### src/sv/razct_pkg.sv
// Shared types, constants and arithmetic helpers for the range add and zero count tree.
// No dependencies; every other module of the block imports this package.
`default_nettype none

package razct_pkg;

    localparam int MAX_POSITIONS = 1024;
    localparam int POS_W         = 10;
    localparam int CNT_W         = 11;
    localparam int ADDR_W        = 11;
    localparam int NODE_SLOTS    = 2 * MAX_POSITIONS;
    localparam int CLR_W         = ADDR_W + 1;
    localparam int VAL_W         = 16;
    localparam int DELTA_W       = 8;
    localparam int STACK_DEPTH   = 10;
    localparam int SP_W          = 4;

    localparam logic [0:0] REQ_ADD   = 1'b0;
    localparam logic [0:0] REQ_QUERY = 1'b1;

    typedef struct packed {
        logic signed [VAL_W-1:0] mn;
        logic [CNT_W-1:0]        cnt;
        logic signed [VAL_W-1:0] pend;
    } t_node;

    typedef struct packed {
        logic  valid;
        t_node node;
    } t_word;

    typedef struct packed {
        logic accept;
        logic clr_step;
        logic ld_root;
        logic visit;
        logic ld_left;
        logic ld_right;
        logic push_l;
        logic push_r;
        logic push_n;
        logic ret_step;
    } t_cmd;

    typedef struct packed {
        logic noop;
        logic cls_none;
        logic cls_full;
        logic pend_zero;
        logic stack_empty;
        logic phase_right;
        logic clr_done;
    } t_status;

    function automatic logic signed [VAL_W-1:0] sat_add(
        input logic signed [VAL_W-1:0] a,
        input logic signed [VAL_W-1:0] b
    );
        logic signed [VAL_W:0] s;
        s = $signed({a[VAL_W-1], a}) + $signed({b[VAL_W-1], b});
        if (s > $signed({2'b00, {(VAL_W-1){1'b1}}})) begin
            return {1'b0, {(VAL_W-1){1'b1}}};
        end else if (s < $signed({2'b11, {(VAL_W-1){1'b0}}})) begin
            return {1'b1, {(VAL_W-1){1'b0}}};
        end
        return s[VAL_W-1:0];
    endfunction

    function automatic t_node apply_add(input t_node v, input logic signed [VAL_W-1:0] d);
        t_node r;
        r      = v;
        r.mn   = sat_add(v.mn, d);
        r.pend = sat_add(v.pend, d);
        return r;
    endfunction

endpackage

`default_nettype wire

### src/sv/razct_ctrl.sv
// Sequencing state machine for the tree walk, clear pass and result handshake.
// Depends on razct_pkg for the command and status structs.
`default_nettype none

module razct_ctrl import razct_pkg::*; (
    input  wire logic    i_clk,
    input  wire logic    i_rst_n,
    input  wire logic    i_valid,
    output logic         o_ready,
    output logic         o_valid,
    input  wire logic    i_ready,
    input  wire logic    i_cfg_we,
    input  wire t_status i_status,
    output t_cmd         o_cmd
);

    typedef enum logic [10:0] {
        S_CLEAR = 11'b000_0000_0001,
        S_IDLE  = 11'b000_0000_0010,
        S_ROOT  = 11'b000_0000_0100,
        S_VISIT = 11'b000_0000_1000,
        S_RDL   = 11'b000_0001_0000,
        S_RDR   = 11'b000_0010_0000,
        S_PUSHL = 11'b000_0100_0000,
        S_PUSHR = 11'b000_1000_0000,
        S_PUSHN = 11'b001_0000_0000,
        S_RET   = 11'b010_0000_0000,
        S_OUT   = 11'b100_0000_0000
    } t_state;

    t_state r_state;
    t_state n_state;

    always_ff @(posedge i_clk) begin
        if (!i_rst_n) begin
            r_state <= S_CLEAR;
        end else begin
            r_state <= n_state;
        end
    end

    assign o_ready = (r_state == S_IDLE);
    assign o_valid = (r_state == S_OUT);

    always_comb begin
        n_state = r_state;
        o_cmd   = '0;
        unique case (r_state)
            S_CLEAR: begin
                if (i_status.clr_done) begin
                    n_state = S_IDLE;
                end else begin
                    o_cmd.clr_step = 1'b1;
                end
            end
            S_IDLE: begin
                if (i_valid) begin
                    o_cmd.accept = 1'b1;
                    n_state = i_status.noop ? S_OUT : S_ROOT;
                end
            end
            S_ROOT: begin
                o_cmd.ld_root = 1'b1;
                n_state = S_VISIT;
            end
            S_VISIT: begin
                o_cmd.visit = 1'b1;
                n_state = (i_status.cls_none || i_status.cls_full) ? S_RET : S_RDL;
            end
            S_RDL: begin
                o_cmd.ld_left = 1'b1;
                n_state = S_RDR;
            end
            S_RDR: begin
                o_cmd.ld_right = 1'b1;
                n_state = S_PUSHL;
            end
            S_PUSHL: begin
                o_cmd.push_l = 1'b1;
                n_state = i_status.pend_zero ? S_VISIT : S_PUSHR;
            end
            S_PUSHR: begin
                o_cmd.push_r = 1'b1;
                n_state = S_PUSHN;
            end
            S_PUSHN: begin
                o_cmd.push_n = 1'b1;
                n_state = S_VISIT;
            end
            S_RET: begin
                if (i_status.stack_empty) begin
                    n_state = S_OUT;
                end else begin
                    o_cmd.ret_step = 1'b1;
                    n_state = i_status.phase_right ? S_RET : S_VISIT;
                end
            end
            S_OUT: begin
                if (i_ready) begin
                    n_state = S_IDLE;
                end
            end
            default: n_state = S_CLEAR;
        endcase
        if (i_cfg_we) begin
            n_state = S_CLEAR;
            o_cmd   = '0;
        end
    end

endmodule

`default_nettype wire

### config.mk
export PLATFORM = sky130hd
export DESIGN_NAME = razct_ctrl
export DESIGN_NICKNAME = d
export VERILOG_FILES = /design/src/sv/razct_pkg.sv /design/src/sv/razct_ctrl.sv
export SDC_FILE = /design/constraint.sdc
export NUM_CORES = 1
export LEC_CHECK = 0
export BUFFER_PORTS_ARGS = -buffer_cell sky130_fd_sc_hd__buf_2
export CORE_UTILIZATION = 25
export CTS_CLUSTER_DIAMETER = 60
export DETAILED_ROUTE_END_ITERATION = 16
export SLEW_MARGIN = 30
export SYNTH_ARGS = -nofsm -noshare
export SYNTH_HDL_FRONTEND = slang
export SYNTH_SLANG_ARGS = --single-unit
### constraint.sdc
create_clock -name i_clk -period 5.9 [get_ports i_clk]
set_input_delay 0.295 -clock i_clk [delete_from_list [all_inputs] [get_ports i_clk]]
set_output_delay 0.295 -clock i_clk [all_outputs]
set_load 0.01 [all_outputs]
==> results.toml <==
[drt]
vias = 867
routed_wl_um = 2090
route.detailed.drc = 0
dr.pass1.iters = 4
drtAntennaViolNets = 0
wl_per_cell_um = 12.5
drt_iter0_drc = 45
vias_per_cell = 5.19

[timing]
hold_slack_ns = 0.194
rsz0062_at_grt = "false"
setup_tns_ns = 0
maxSlewViolCount = 0
fin_skew_ns = 0.000331
fmax_mhz = 396
setup_viol = 0
relSlewSlack = 0.605
worst_pin_slew_ns = 0.588
setup_ws_ns = 3.38
finalCritPeriodShare = 0.428
hold_viol_final = 0
fin_crit_ns = 2.52

[outcome]
status = "completed"

[synth]
synth_area_per_cell_sq_um = 7.83
yosysSeqAreaShare = 0.276
syn_inst = 102
syn-num-nets = 114
syn-cell-area_sq_um = 798
yosysUniqueCellTypes = 37
yosysMostFrequentCell = "nor2_1"
synth_warnings = 0
ys_ff_latch = 11
dominantRegCellSynth = "dfxtp_1"
synth_common_cells = "nor2_1 (14), dfxtp_1 (11), nand2_1 (7), nor3_1 (7), nor4_1 (6)"
synth_edf_count = 0
synth.area.top_cells = "dfxtp_1 (28%), nor2_1 (6.6%), nor4b_1 (5.5%)"
ys_async_sr_fraction = 0
synth_top_cell_by_area = "dfxtp_1"
synth_top_area_frac = 0.276

[floorplanning]
rows = 20
io_pins = 24
die_x_um = 58.5
initial_core_util = 0.261
die_y_um = 58.5
die-area_sq_mm = 0.00342
core_area_sq_mm = 0.00305

[finish]
largest_reg_flops = 11
layout-drive-gt1-share = 0.293
top_regs = "r_state x11"
fin_util = 0.316
layout.cells.non_filler = 167
antenna_cells = 0
nets = 136
synthToLayoutAreaGrowth_pct = 21.0
largest-register = "r_state"

[cts]
worstSkewPairLatency_ns = 0.28
clkSinkCount = 11
cts_resized = 0
cts_tree = "built"
post_cts_buffers = 0
hold_buffers = 0
cts_buffers = 3
clkTransAtPathRegs_ns = 0.08
h-tree-depth = 1
clockRootBuffer = "clkbuf_4"
cts_buffer_depth = 2

[flow_run]
cap_violations = 0

[critical_path]
worstPathRequired_ns = 5.61
path_buf_inv = 1
reg2reg_slack_ns = 3.85
crit_top_cell = "or3_4"
slowest_delay_ns = 0.55
cp.arrival_ns = 2.23
critPathLaunchType = "flop"
r2r_end = "r_state[1]"
worstPathCellList = "or4_4, or3_4, or3_4, nor2_1, buf_2"
worstPathMaxFanout = 12
critPathKind = "flop to output pin"
path_delay_family = "simple AND/OR/NAND/NOR gates"
r2r-start = "r_state[4]"
r2r_cells = 4
worstSetupEndpointType = "output pin"
crit_slowest_cell = "or4_4"

[power]
ir_worst_vdd_mv = 0.0644
p_int_mw = 0.108
power.share.combinational = 0.120
switching_share = 0.282
clkPwrFrac = 0.369
power.density_mw_per_mm2 = 156
switchingPower_mw = 0.0425
seqPwrFrac = 0.512
p_leak_nw = 0.385

[placement]
dp_slack_ns = 3.68
hpwlAfterDp_um = 1630
portBuffers = 23
placed_cells = 163
gp_congestion = 0.848

[worst_hold_path]
min_from = "i_status[6]"
hold_depth = 2
hold_end = "r_state[2]"
hold_class = "primary input to flop"

[global_route]
grt_usage = 0.138
antenna_found_initial = 0
first_global_vias = 809
overflow = 0
grt_max_degree = 13
grt_first_pass_wirelength_um = 3550
[worst register-to-register path, cell delays in order, from the launching register on]
cell and delay (ns):
dfxtp_1 0.34, or4_4 0.55, or3_4 0.42, or4b_1 0.52, a21oi_1 0.15
[power by group through the flow]
stage	sequential [mW]	combinational [mW]	clock, mW
6_report	0.0771	0.0180	0.0555
5_1_grt	0.0775	0.0202	0.0622
4_1_cts	0.0770	0.0179	0.0562
3_5_place_dp	0.0788	0.0177	0
3_3_place_gp	0.0789	0.0177	0
2_1_floorplan	0.0769	0.0122	0
[metal layers]
layer | vias to the layer above | part of all wire | global-route usage
met3 | 7 | 0.061 | 0.0440
li1 | 424 | - | -
met1 | 409 | 0.47 | 0.183
met2 | 27 | 0.45 | 0.207
met4 | 0 | 0.013 | 0.0544
met5 | - | 0 | 0
[cell type report]
| cell class | instances | area, sq um |
|---|---|---|
| clock buffers | 3 | 22.5 |
| clock inverters | 1 | 5.00 |
| fillers | 342 | 2090 |
| inverters | 2 | 7.51 |
| multi-input cells | 83 | 541 |
| flip-flops and latches | 11 | 220 |
| well taps | 44 | 55.1 |
| repair buffers | 23 | 115 |
[worst max path at each step]
stage / start / endpoint / cells past startpoint
after floorplan: r_state[4] / o_cmd[9] / 5
after global placement: r_state[4] / o_cmd[9] / 5
after detailed placement: r_state[4] / o_cmd[9] / 5
after CTS: r_state[4] / o_cmd[9] / 5
after global routing: r_state[4] / o_cmd[9] / 5
final: r_state[4] / o_cmd[9] / 5
[layout by cell type, fill, tap and decap left out, types with 3 or more instances in the layout]
cell / count
buf_2: 23
nor2_1: 14
dfxtp_1: 11
nand2_1: 7
nor3_1: 7
nor4_1: 6
nor4b_1: 5
nor2b_1: 4
nand4b_1: 3
xor2_1: 3
a211oi_1: 3
o21ai_0: 3
clkbuf_4: 3
[stage by stage]
step | total power, mW | cell area, sq um
after floorplan | 0.0891 | 798
after global placement | 0.0965 | 938
after detailed placement | 0.0965 | 938
after CTS | 0.151 | 966
after global routing | 0.160 | 966
final | 0.151 | 966
[cells by family (layout without fill, tap and decap cells)]
family          Yosys count  after routing  share of synthesized area
xor+xnor                  4              4                     0.0439
simple gates             65             65                      0.503
flops                    11             11                      0.276
buf+inv                   8             29                     0.0470
compound gates           14             14                      0.130
No activity file was read; power rests on OpenSTA's default activity.
